--- config.mk ---
export PLATFORM = sky130hd
export DESIGN_NAME = cscan_disk_request_scheduler_unit
export DESIGN_NICKNAME = d
export VERILOG_FILES = /design/src/cscan_pkg.sv /design/src/cscan_disk_request_scheduler_unit.sv /design/src/cscan_table.sv /design/src/cscan_scan_unit.sv
export SDC_FILE = /design/constraint.sdc
export NUM_CORES = 1
export LEC_CHECK = 0
export ABC_AREA = 1
export BUFFER_PORTS_ARGS = -buffer_cell sky130_fd_sc_hd__buf_2
export CAP_MARGIN = 20
export CORE_MARGIN = 1.5
export CORE_UTILIZATION = 55
export DETAILED_ROUTE_END_ITERATION = 7
export PLACE_DENSITY_LB_ADDON = 0.08
export SLEW_MARGIN = 20
export SYNTH_ARGS = -nofsm -noshare
export SYNTH_HDL_FRONTEND = slang
export SYNTH_SLANG_ARGS = --single-unit
--- constraint.sdc ---
create_clock -name clk_i -period 5.75 [get_ports clk_i]
set_clock_uncertainty 0.2 [all_clocks]
set_input_delay 0.8625 -clock clk_i [delete_from_list [all_inputs] [get_ports clk_i]]
set_output_delay 0.8625 -clock clk_i [all_outputs]
set_load 0.05 [all_outputs]
--- src/cscan_pkg.sv ---
package cscan_pkg;

  // Sizes of the request table and of the word fields.
  localparam int unsigned QUEUE_DEPTH = 16;
  localparam int unsigned TRACK_WIDTH = 16;
  localparam int unsigned ID_WIDTH    = 4;
  localparam int unsigned IDX_WIDTH   = $clog2(QUEUE_DEPTH);

  // Index of the last table entry, where a scan ends.
  localparam logic [IDX_WIDTH-1:0] SCAN_LAST = IDX_WIDTH'(QUEUE_DEPTH - 1);

  // Action code of an input word.
  typedef enum logic {
    ACT_REQUEST = 1'b0,
    ACT_RELEASE = 1'b1
  } action_e;

  typedef logic [TRACK_WIDTH-1:0] track_t;
  typedef logic [ID_WIDTH-1:0]    id_t;
  typedef logic [IDX_WIDTH-1:0]   idx_t;

  // Input word.
  typedef struct packed {
    action_e action;
    track_t  track;
    id_t     requester;
  } in_word_t;

  // Result word.
  typedef struct packed {
    logic   grant_valid;
    id_t    grant_requester;
    track_t grant_track;
    logic   dropped;
    logic   busy_res;
  } out_word_t;

  // Commands from the sequencer to the scan unit.
  typedef struct packed {
    logic clear;
    logic step;
    idx_t idx;
  } scan_ctl_t;

  // Winner reported by the scan unit.
  typedef struct packed {
    logic   found;
    idx_t   idx;
    track_t track;
    id_t    requester;
  } pick_t;

endpackage

--- src/cscan_disk_request_scheduler_unit.sv ---
// Channel | Direction | Handshake            | Word
// --------+-----------+----------------------+------------------------------
// in      | input     | in_valid_i/in_stall_o | in_word_i (action, track, id)
// out     | output    | out_valid_o/out_stall_i | out_word_o (grant, drop, busy)
//
// A request word's result is loaded into the output register when the word is accepted.
// A release word scans the table: the scan unit visits one table entry per cycle,
// then the finish state applies the grant once the output register is free.
// Reset empties the table at once (valid bits) and leaves the disk idle.
// A stalled result holds the output register and stalls the input side.
module cscan_disk_request_scheduler_unit (
  input  logic                 clk_i,
  input  logic                 rst_ni,
  input  logic                 in_valid_i,
  output logic                 in_stall_o,
  input  cscan_pkg::in_word_t  in_word_i,
  output logic                 out_valid_o,
  input  logic                 out_stall_i,
  output cscan_pkg::out_word_t out_word_o
);
  import cscan_pkg::*;

  typedef enum logic [2:0] {
    ST_IDLE   = 3'b001,
    ST_SCAN   = 3'b010,
    ST_FINISH = 3'b100
  } state_e;

  state_e    state_q, state_d;
  idx_t      idx_q, idx_d;
  logic      busy_q, busy_d;
  track_t    head_q, head_d;
  logic      out_valid_q, out_valid_d;
  out_word_t out_word_q, out_word_d;

  logic      out_free;
  logic      in_accept;
  logic      load;
  logic      tbl_wr;
  logic      tbl_clr;
  logic      tbl_full;
  logic      ent_valid;
  track_t    ent_track;
  id_t       ent_req;
  scan_ctl_t scan_ctl;
  pick_t     pick;

  assign out_free   = !out_valid_q || !out_stall_i;
  assign in_stall_o = !((state_q == ST_IDLE) && out_free);
  assign in_accept  = in_valid_i && !in_stall_o;

  cscan_table u_table (
    .clk_i          (clk_i),
    .rst_ni         (rst_ni),
    .wr_en_i        (tbl_wr),
    .wr_track_i     (in_word_i.track),
    .wr_requester_i (in_word_i.requester),
    .clr_en_i       (tbl_clr),
    .clr_idx_i      (pick.idx),
    .rd_idx_i       (idx_q),
    .full_o         (tbl_full),
    .rd_valid_o     (ent_valid),
    .rd_track_o     (ent_track),
    .rd_requester_o (ent_req)
  );

  cscan_scan_unit u_scan (
    .clk_i           (clk_i),
    .rst_ni          (rst_ni),
    .ctl_i           (scan_ctl),
    .floor_i         (head_q),
    .ent_valid_i     (ent_valid),
    .ent_track_i     (ent_track),
    .ent_requester_i (ent_req),
    .pick_o          (pick)
  );

  // Sequencer: requests finish on acceptance, releases scan the table.
  always_comb begin
    state_d    = state_q;
    idx_d      = idx_q;
    busy_d     = busy_q;
    head_d     = head_q;
    load       = 1'b0;
    out_word_d = out_word_q;
    tbl_wr     = 1'b0;
    tbl_clr    = 1'b0;
    scan_ctl   = '{clear: 1'b0, step: 1'b0, idx: idx_q};

    unique case (state_q)
      ST_IDLE: begin
        if (in_accept) begin
          out_word_d = '0;
          if (in_word_i.action == ACT_REQUEST) begin
            load = 1'b1;
            if (!busy_q) begin
              busy_d                     = 1'b1;
              head_d                     = in_word_i.track;
              out_word_d.grant_valid     = 1'b1;
              out_word_d.grant_requester = in_word_i.requester;
              out_word_d.grant_track     = in_word_i.track;
            end else if (tbl_full) begin
              out_word_d.dropped = 1'b1;
            end else begin
              tbl_wr = 1'b1;
            end
            out_word_d.busy_res = 1'b1;
          end else begin
            scan_ctl.clear = 1'b1;
            idx_d          = '0;
            state_d        = ST_SCAN;
          end
        end
      end
      ST_SCAN: begin
        scan_ctl.step = 1'b1;
        if (idx_q == SCAN_LAST) begin
          state_d = ST_FINISH;
        end else begin
          idx_d = idx_q + 1'b1;
        end
      end
      ST_FINISH: begin
        if (out_free) begin
          load       = 1'b1;
          out_word_d = '0;
          if (pick.found) begin
            tbl_clr                    = 1'b1;
            busy_d                     = 1'b1;
            head_d                     = pick.track;
            out_word_d.grant_valid     = 1'b1;
            out_word_d.grant_requester = pick.requester;
            out_word_d.grant_track     = pick.track;
          end else begin
            busy_d = 1'b0;
          end
          out_word_d.busy_res = busy_d;
          state_d             = ST_IDLE;
        end
      end
      default: begin
        state_d = ST_IDLE;
      end
    endcase
  end

  // Output register: filled on load, emptied when taken.
  always_comb begin
    out_valid_d = out_valid_q;
    if (load) begin
      out_valid_d = 1'b1;
    end else if (!out_stall_i) begin
      out_valid_d = 1'b0;
    end
  end

  always_ff @(posedge clk_i or negedge rst_ni) begin
    if (!rst_ni) begin
      state_q     <= ST_IDLE;
      idx_q       <= '0;
      busy_q      <= 1'b0;
      head_q      <= '0;
      out_valid_q <= 1'b0;
    end else begin
      state_q     <= state_d;
      idx_q       <= idx_d;
      busy_q      <= busy_d;
      head_q      <= head_d;
      out_valid_q <= out_valid_d;
    end
  end

  always_ff @(posedge clk_i) begin
    if (load) begin
      out_word_q <= out_word_d;
    end
  end

  assign out_valid_o = out_valid_q;
  assign out_word_o  = out_word_q;

endmodule

--- src/cscan_table.sv ---
module cscan_table (
  input  logic              clk_i,
  input  logic              rst_ni,
  input  logic              wr_en_i,
  input  cscan_pkg::track_t wr_track_i,
  input  cscan_pkg::id_t    wr_requester_i,
  input  logic              clr_en_i,
  input  cscan_pkg::idx_t   clr_idx_i,
  input  cscan_pkg::idx_t   rd_idx_i,
  output logic              full_o,
  output logic              rd_valid_o,
  output cscan_pkg::track_t rd_track_o,
  output cscan_pkg::id_t    rd_requester_o
);
  import cscan_pkg::*;

  logic [QUEUE_DEPTH-1:0] valid_q, valid_d;
  track_t                 track_q [QUEUE_DEPTH];
  id_t                    req_q   [QUEUE_DEPTH];
  idx_t                   free_idx;
  logic                   free_found;

  // Lowest-indexed free entry.
  always_comb begin
    free_idx   = '0;
    free_found = 1'b0;
    for (int i = QUEUE_DEPTH - 1; i >= 0; i--) begin
      if (!valid_q[i]) begin
        free_idx   = IDX_WIDTH'(i);
        free_found = 1'b1;
      end
    end
  end

  assign full_o = !free_found;

  // Valid bits: set on a store, cleared when an entry is granted.
  always_comb begin
    valid_d = valid_q;
    if (wr_en_i && free_found) begin
      valid_d[free_idx] = 1'b1;
    end
    if (clr_en_i) begin
      valid_d[clr_idx_i] = 1'b0;
    end
  end

  always_ff @(posedge clk_i or negedge rst_ni) begin
    if (!rst_ni) begin
      valid_q <= '0;
    end else begin
      valid_q <= valid_d;
    end
  end

  // Entry payload needs no reset; it is read only while valid.
  always_ff @(posedge clk_i) begin
    if (wr_en_i && free_found) begin
      track_q[free_idx] <= wr_track_i;
      req_q[free_idx]   <= wr_requester_i;
    end
  end

  assign rd_valid_o     = valid_q[rd_idx_i];
  assign rd_track_o     = track_q[rd_idx_i];
  assign rd_requester_o = req_q[rd_idx_i];

endmodule

--- src/cscan_scan_unit.sv ---
module cscan_scan_unit (
  input  logic                 clk_i,
  input  logic                 rst_ni,
  input  cscan_pkg::scan_ctl_t ctl_i,
  input  cscan_pkg::track_t    floor_i,
  input  logic                 ent_valid_i,
  input  cscan_pkg::track_t    ent_track_i,
  input  cscan_pkg::id_t       ent_requester_i,
  output cscan_pkg::pick_t     pick_o
);
  import cscan_pkg::*;

  // Best entry at or above the head, and best entry overall.
  pick_t hi_q, hi_d;
  pick_t any_q, any_d;
  logic  at_floor;
  logic  beats_hi;
  logic  beats_any;

  // One entry per step; strict less-than keeps the lowest index on ties.
  assign at_floor  = ent_track_i >= floor_i;
  assign beats_hi  = !hi_q.found || (ent_track_i < hi_q.track);
  assign beats_any = !any_q.found || (ent_track_i < any_q.track);

  always_comb begin
    hi_d  = hi_q;
    any_d = any_q;
    if (ctl_i.clear) begin
      hi_d.found  = 1'b0;
      any_d.found = 1'b0;
    end else if (ctl_i.step && ent_valid_i) begin
      if (at_floor && beats_hi) begin
        hi_d = '{found: 1'b1, idx: ctl_i.idx, track: ent_track_i,
                 requester: ent_requester_i};
      end
      if (beats_any) begin
        any_d = '{found: 1'b1, idx: ctl_i.idx, track: ent_track_i,
                  requester: ent_requester_i};
      end
    end
  end

  always_ff @(posedge clk_i or negedge rst_ni) begin
    if (!rst_ni) begin
      hi_q  <= '0;
      any_q <= '0;
    end else begin
      hi_q  <= hi_d;
      any_q <= any_d;
    end
  end

  // With nothing at or above the head the scan wraps to the smallest track.
  assign pick_o = hi_q.found ? hi_q : any_q;

endmodule

* After elaboration in Yosys (flattened, before gate mapping) *
Memories as Yosys holds them, arrays and structs flattened.
Index checks and enable logic that the tools add are counted.

operators by class
  divide/modulo/power cells = 0
  mux-type cells = 94
  equality and inequality tests = 13
  multiply operators = 0
  order comparisons = 8
  bitwise logic cells = 4
  add/subtract/negate cells = 1
  reductions and logical operators = 29
  shift-type cells = 0

operators with widths
  cell                                                                                  number
  25-bit 2-to-1 mux                                                                     5
  16-bit 2-to-1 mux                                                                     7
  4-bit 2-to-1 mux                                                                      19
  23-bit 2-to-1 mux                                                                     3
  23-bit one-hot mux with 2 select lines                                                1
  1-bit 2-to-1 mux                                                                      45
  21-bit 2-to-1 mux                                                                     2
  16-bit < comparator                                                                   2
  16-bit one-hot mux with 2 select lines                                                1
  16-bit AND                                                                            1
  16-bit greater-or-equal comparator                                                    1
  2-bit != test (second input constant)                                                 8
  16-bit NOT                                                                            1
  16-bit OR                                                                             1
  4-bit AND reduction                                                                   4
  4-bit by 5-bit < comparator with 1-bit output (second input constant)                 3
  3-bit 2-to-1 mux                                                                      4
  2-bit nonzero test                                                                    5
  3-bit one-hot mux with 3 select lines                                                 1
  1-bit demux with 4-bit select                                                         2
  4-bit by 1-bit greater-or-equal comparator with 1-bit output (second input constant)  2
  4-bit one-hot mux with 2 select lines                                                 1
  1-bit logical AND                                                                     7
  3-bit AND reduction                                                                   2
  13 further kinds                                                                      21

word-level totals
  word-level logic and storage cells = 170
  memory bits (writable) = 320
  latch bits = 0
  ROM bits = 0
  register bits after elaboration = 114
  output and inout bits = 25
  memories = 2

memories
  memory           depth  width  read ports  clocked after Yosys merged registers in  wr ports  RTL line           text
  u_table.track_q  16     16     1           0                                        1         cscan_table.sv:18  track_t track_q [QUEUE_DEPTH];
  u_table.req_q    16     4      1           0                                        1         cscan_table.sv:19  id_t req_q [QUEUE_DEPTH];

* Logic depth before layout (Yosys ltp) *
Gate-level depths: netlist (run 1).

  depth in word-level cells = 25
  gate-level depth with buffers = 23
  gate-level depth less buffers = 20

* Hierarchy *
From an unflattened synthesis (run 1), not the netlist that was laid out.

unflattened totals
  cells, all modules = 1783
  area total of the unflattened synthesis = 19865.3 µm²

by module, submodules not included
  module                             area each (µm²)  instances  cells each
  cscan_table                        13890.8          1          1023
  cscan_scan_unit                    3592.2           1          482
  cscan_disk_request_scheduler_unit  2382.3           1          278

* Worst setup path before layout (run 1) *
No wires, ideal clock.

  path type = flip-flop to flip-flop
  from = register idx_q[0]
  to = register u_scan.any_q[4] (netlist name)
  cell stages (with the launch flop) = 21
  clock period less this slack = 3404 ps
  path slack = 2346 ps
  arrival = 3087 ps
  required time = 5433 ps
  cells stage by stage = dfrtp_1 > buf_4 > inv_2 > buf_2 > buf_2 > buf_2 > nand2_1 > a221oi_1 > o21ai_0 > nand2_1 > ha_1 > a21oi_1 > nand3b_1 > a21oi_1 > a2111oi_0 > nand2_1 > nand2_2 > nand2_1 > buf_2 > nand2_1 > nand2_1

on the way
  cells in the longest elaborated chain, start to end = 4
  elaborated cells on any way between the ends = 7
  those cells by class = order compare (1); mux (2); reduce/logical (3); memory (1)

ends and longest elaborated chain
  element                               RTL line                                  text
  start: declaration                    cscan_disk_request_scheduler_unit.sv:30   idx_t idx_q, idx_d;
  start signal: assignment              cscan_disk_request_scheduler_unit.sv:166  idx_q <= idx_d;
  memory read 16 x 16 bit               n/a
  net ent_track[9]                      cscan_disk_request_scheduler_unit.sv:43   track_t ent_track;
  16-bit < comparator                   cscan_scan_unit.sv:23                     assign beats_any = !any_q.found || (ent_track_i < any_q.track);
  1-bit logical OR                      cscan_scan_unit.sv:23
  3-bit AND reduction (no source line)  n/a
  end signal: assignment                cscan_scan_unit.sv:49                     any_q <= any_d;
  end: declaration                      cscan_scan_unit.sv:15                     pick_t any_q, any_d;

The timed path passes the listed nets, and every way through them passes these cells. The select of a mux whose other input is x is not followed.
A chain may end at the register's enable or synchronous reset.

* Final worst setup path (run 1) *
  from = register idx_q[0]
  to = register u_scan.any_q[23] (netlist name)

The elaborated chain is that of the path after synthesis.

==> metrics, run 1 <==
worst slew pin tran=1.098 ns; FF-to-FF path depth=15; PortBufs=49; Most Used Layer, Global Route=met2; post-synthesis sequential area ratio=66.54%; Gates resized, CTS repair=0; Initial Util=56.09%; Post-DRT Antenna Nets=0; GR Util met2=46.89%; Mapped Cells=1719; Power, Total=10110 uW; Post-synth EDFFs=343; Startpoint Class=flip-flop; Comb pwr share=35.1%; fmax=216.1 MHz; CP delay by family, top=compound AO/OA/AOI/OAI gates; postcts setup bufs=0; fin. max-slew vios=0; Ys Warns=0; first-pass GRT wire length=75130 um; Slew headroom=26.70%; Die W=188.4 um; hold buffer count at CTS=0; routed vias=13120; Pre-antenna DRT Iters=5; asr flop ratio synth=20.97%; Final Instance Count excl. Fillers=2242; most frequent cells in the layout=343 x edfxtp_1, 337 x nand2_1, 161 x o21ai_0; vias per cell=5.850; kind of critical path=flip-flop to flip-flop; Worst Path Arrival=4.88 ns; DRC=0; sequential share of power=38.0%; Clk network pwr share=26.9%; Final TNS setup=0 ns; placed insts=2162; CP most frequent cell=nand2_1; syn_area_per_cell=11.00 um^2; Final period util=80.49%; Core Area=0.03370 mm^2; Fill cells=2784; Largest stage delay, worst path=0.76 ns; mapped cell area=0.01890 mm^2; RSZ-0062 raised after global routing=no; GRT overflow=0; Sw Ratio=38.22%; Min Clock Period, post-route=4.628 ns; Net Sw Power=3866 uW; clock sink count=434; Distinct cells, synth=39; Synthesized Nets=1791; Die H=188.4 um; outcome=finished clean; Final Wtd Congestion=0.8919; internal power=6249 uW; DP Wirelength=30230 um; GRT met3 Usage=4.265%; main flop type after synthesis=edfxtp_1; critical path depth in cells=15; # rows=67; pwr dens=482.2 mW/mm^2; WL final=49660 um; # nets final=1834; type of the worst min-delay path=input pin to asynchronous set/reset pin; synthesis-stage register bit count=434; Critical Path Fanout Max=84; Buffers & Inverters on Critical Path=2; gr usage total=28.31%; Num CTS Buffers=46; Lkg Pwr=0.008265 uW; Reg clk slew, reported paths=0.06 ns; CTS root buffer=clkbuf_16; die footprint=0.03549 mm^2; max_cap viols=0; Ports=50; CTS H-Tree Depth=2; CTS tree=yes; worst vdd ir=0.2662 mV; final setup fails=0; met1 GRT Util=39.05%; First DRT Iteration DRCs=1231; synthesis-to-layout area growth=10.97%; share of cells above drive strength 1=9.375%; commonest non-fill, non-tap cell in the layout=edfxtp_1; Clk Latency, worst-skew pair=0.56 ns; Max clock buf depth=3; vias in the first global route=12540; initial antenna violation count=2; critical path cell sequence=buf_4, o21ai_0, o221ai_1, o211ai_1, nand2_1, ha_1, nand4_1, a21oi_1, a2111oi_0, nand2_1, nand2_2, nand2_1, buf_4, nand2_1, nand2_1; CP max stage cell=buf_4; critical path capture point type=flip-flop; largest net degree at the start of global routing=87; Hold Fails Final Rpt=0; DR WL/cell=22.15 um; Worst Path Required=6.00 ns
[power groups by stage]
stage | registers, uW | logic, uW | clock network, uW
floorplan | 3870 | 2480 | 0
global placement | 3900 | 3440 | 0
detailed placement | 3900 | 3530 | 0
CTS | 3840 | 3540 | 2760
global route | 3870 | 4020 | 2870
finish | 3840 | 3550 | 2720
[Yosys cell counts, types with 8 or more instances]
cell | instances | area, um^2
a21oi_1 | 96 | 480.5
a221oi_1 | 23 | 201.4
nor2_1 | 133 | 499.2
o221ai_1 | 15 | 131.4
nand3_1 | 130 | 650.6
nand4_1 | 27 | 168.9
o22ai_1 | 27 | 168.9
buf_2 | 17 | 85.08
o211ai_1 | 17 | 127.6
dfrtp_1 | 90 | 2252
edfxtp_1 | 343 | 10300
nand2_1 | 337 | 1265
ha_1 | 47 | 588.1
o21ai_1 | 8 | 40.04
clkbuf_1 | 62 | 232.7
o21ai_0 | 161 | 805.8
inv_1 | 129 | 484.2
[worst register-to-register path, stage by stage, from the launching register on]
cell,delay [ns]
dfrtp_4,0.64
buf_4,0.77
o21ai_0,0.26
o221ai_1,0.22
o211ai_1,0.20
nand2_1,0.33
ha_1,0.32
nand4_1,0.11
a21oi_1,0.06
a2111oi_0,0.45
nand2_1,0.15
nand2_2,0.09
nand2_1,0.28
buf_4,0.32
nand2_1,0.08
nand2_1,0.05
[logic make-up after synthesis]
| logic type | after synthesis | share of synthesized area [%] |
|---|---|---|
| adders and majority gates | 47 | 3.111 |
| AOI/OAI and AO/OA | 362 | 11.06 |
| buffers and inverters | 228 | 4.858 |
| DFF | 434 | 66.54 |
| xor gates and xnor gates | 1 | 0.04634 |
| and+or+nand+nor | 647 | 14.38 |
[metrics by stage]
stage | instance area, um^2 | hold WS [ns] | utilization (%) | worst slack [ns]
2_1_floorplan | 18900 | 0.2345 | - | 2.346
3_3_place_gp | 19620 | 0.2481 | 58.22 | 1.249
3_5_place_dp | 19620 | 0.2551 | 58.22 | 1.147
4_1_cts | 20970 | 0.2688 | 62.23 | 1.116
5_1_grt | 20970 | 0.2875 | 62.24 | 0.7479
6_report | 20980 | 0.2486 | 62.24 | 1.122
[final cells by class]
| class | instances | area (um^2) | share of cell area, % |
|---|---|---|---|
| clock buffer | 57 | 1214 | 5.786 |
| clock inverter | 21 | 136.4 | 0.6502 |
| timing repair buffer | 88 | 553.0 | 2.636 |
| tap | 448 | 560.5 | 2.672 |
| antenna | 2 | 5.005 | 0.02386 |
| sequential | 434 | 12580 | 59.99 |
| inverter | 135 | 509.2 | 2.428 |
| multi-input combinational | 1057 | 5415 | 25.82 |
[path summary, 6_finish.rpt]
| check | to | slack, ns | start |
|---|---|---|---|
| max | u_scan.any_q[23] | 1.12 | idx_q[0] |
| min | head_q[1] | 0.25 | rst_ni |
| max reg2reg | u_scan.any_q[23] | 1.12 | idx_q[0] |
| min reg2reg | u_scan.hi_q[22] | 0.27 | u_scan.hi_q[22] |
| max in group asynchronous | idx_q[0] | 4.16 | rst_ni |
| min in group clk_i | u_scan.hi_q[22] | 0.27 | u_scan.hi_q[22] |
[sequential cells by signal, summed over array words and instances (netlist names)]
| name | cells |
|---|---|
| u_scan.hi_q | 25 |
| busy_q | 1 |
| u_table.track_q | 256 |
| u_table.valid_q | 16 |
| idx_q | 4 |
| u_scan.any_q | 25 |
| out_word_o | 23 |
| state_q | 3 |
| u_table.req_q | 64 |
| head_q | 16 |
| out_valid_o | 1 |
[layer usage]
metal	up-vias	part of all wire (%)
met5	-	0
met4	0	2.4
met3	100	6.8
met2	480	48
met1	6363	43
li1	6172	-
No activity file was read; power rests on OpenSTA's default activity.
==> inputs of run 2 (changes only) <==
==> constraint.sdc (replaced) <==
create_clock -name clk_i -period 4.4 [get_ports clk_i]
set_clock_uncertainty 0.2 [all_clocks]
set_input_delay 0.66 -clock clk_i [delete_from_list [all_inputs] [get_ports clk_i]]
set_output_delay 0.66 -clock clk_i [all_outputs]
set_load 0.05 [all_outputs]
==> metrics, run 2 (synthesis results as in run 1) <==
most flop-heavy register=u_table.track_q; Final period util=93.54% (+13 points); Die H=188.4 um (unchanged); type of the worst min-delay path=input pin to asynchronous set/reset pin; critical path cell sequence=inv_4, buf_12, nand2_1, a221oi_1, o21ai_0, nand2_1, ha_1, nand4_1, a31oi_1, a2111oi_1, nand2_1, nand2_1, nand2_2, buf_12, nand2_1, nand2_1; postcts setup bufs=0 (unchanged); commonest non-fill, non-tap cell in the layout=edfxtp_1; # nets final=1851 (+0.93%); Post-DRT Antenna Nets=0 (unchanged); worst hold slack=-0.01722 ns (-0.2658 ns); WL met1=21500 um (+1.4%); Reg clk slew, reported paths=0.06 ns (about the same); synthesis-to-layout area growth=12.32%; Final Wtd Congestion=0.9025 (+1.2%); outcome=complete, but fails checks; Core Area=0.03370 mm^2 (unchanged); final setup fails=0 (unchanged); flip-flop count of the largest register after layout=256 (unchanged); first-pass GRT wire length=77850 um (+3.6%); Fill cells=2739 (-1.6%); vias per cell=5.996 (+2.5%); Startpoint Class=flip-flop; CP most frequent cell=nand2_1; kind of critical path=flip-flop to flip-flop; # rows=67 (unchanged); DR WL/cell=22.59 um (+2.0%); Hold Fails Final Rpt=16 (+16); Max clock buf depth=3 (unchanged); placed insts=2180 (+0.83%); Largest stage delay, worst path=0.52 ns (-0.24 ns); Initial Util=56.09% (unchanged); Critical Path Fanout Max=54 (-36%); CP max stage cell=a2111oi_1; max_cap viols=0 (unchanged); PortBufs=49 (unchanged); fmax=243.0 MHz (+12%); routed wl met2=23720 um (-0.83%); Num CTS Buffers=45 (-2.2%); CTS H-Tree Depth=2 (unchanged); DP Wirelength=30780 um (+1.8%); worst slew pin tran=0.9575 ns (-0.1409 ns); Worst Path Required=4.65 ns (-1.35 ns); worst vdd ir=0.4219 mV (+58%); most frequent cells in the layout=343 x edfxtp_1, 337 x nand2_1, 161 x o21ai_0; Worst Path Arrival=4.37 ns (-0.51 ns); Final Instance Count excl. Fillers=2264 (+0.98%); GRT overflow=0 (unchanged); CTS tree=yes; WL final=51140 um (+3.0%); critical path capture point type=flip-flop; routed vias=13570 (+3.5%); Power, Total=13570 uW (+34%); FF-to-FF path depth=16 (+1); hold buffer count at CTS=0 (unchanged); Die W=188.4 um (unchanged); CTS root buffer=clkbuf_16; Final TNS setup=0 ns (unchanged); Gates resized, CTS repair=0 (unchanged); Top Registers=u_table.track_q (256), u_table.req_q (64); First DRT Iteration DRCs=1811 (+47%); vias in the first global route=12860 (+2.5%); Pre-antenna DRT Iters=5 (unchanged); die footprint=0.03549 mm^2 (unchanged); Ports=50 (unchanged); largest net degree at the start of global routing=107 (+23%); failing checks=negative hold slack; gr usage total=29.33% (+1.0 points); fin. max-slew vios=0 (unchanged); pwr dens=639.3 mW/mm^2 (+33%); Slew headroom=35.82% (+9.1 points); share of cells above drive strength 1=10.47% (+1.1 points); Clk Latency, worst-skew pair=0.57 ns (about the same); Lkg Pwr=0.008401 uW (+1.6%); DRC=0 (unchanged); initial antenna violation count=1 (-1); routed length on met3=4423 um (+31%); Min Clock Period, post-route=4.116 ns (-0.5121 ns); top routing layer used=met4; RSZ-0062 raised after global routing=no; clock sink count=434 (unchanged)
## run 2: worst max-delay path: cells and delay by family, from the launching register on
| family | cells | cell delay (ns) |
|---|---|---|
| AND/OR/NAND/NOR | 8 | 0.99 |
| flip-flops | 1 | 0.51 |
| adder cells (fa/ha/maj) | 1 | 0.30 |
| buffers and inverters | 3 | 0.95 |
| AO/OA/AOI/OAI | 4 | 0.97 |
## run 2: worst paths after layout
| path | start | endpoint | slack (ns) |
|---|---|---|---|
| max | idx_q[0] | u_scan.hi_q[18] | 0.28 |
| min | rst_ni | busy_q | -0.02 |
| max reg2reg | idx_q[0] | u_scan.hi_q[18] | 0.28 |
| min reg2reg | u_scan.any_q[20] | u_scan.any_q[20] | 0.27 |
| max in group asynchronous | rst_ni | u_scan.hi_q[0] | 3.02 |
| min in group clk_i | out_stall_i | out_valid_o | 0.23 |
## run 2: power breakdown
part           internal (uW)  leakage [uW]  total [uW]  switching [uW]
logic                   1500       0.00352        4940            3440
registers               4770       0.00419        4950             185
clock network           2120      0.000689        3680            1570
## run 2: layout make-up
type	count	area, um^2	area share, %
sequential	434	12580	59.26
multi-input combinational	1057	5416	25.51
clock buffer	57	1202	5.663
timing repair buffer	106	738.2	3.477
tap	448	560.5	2.640
inverter	135	509.2	2.398
clock inverter	26	220.2	1.037
antenna	1	2.502	0.01179
## run 2: metal layers
metal,vias to the layer above,global-route usage [%]
met5,-,0
met4,0,9.982
met3,101,4.433
met2,637,45.49
met1,6622,42.75
li1,6214,-
## run 2: through the flow
step / utilization, % / setup WS, ns / cell area, um^2
floorplan: - / 0.9958 / 18900
global placement: 58.77 / 0.3153 / 19810
detailed placement: 58.77 / 0.2861 / 19810
CTS: 62.99 / 0.2703 / 21230
global route: 63.00 / 0.04851 / 21230
finish: 63.01 / 0.2842 / 21230
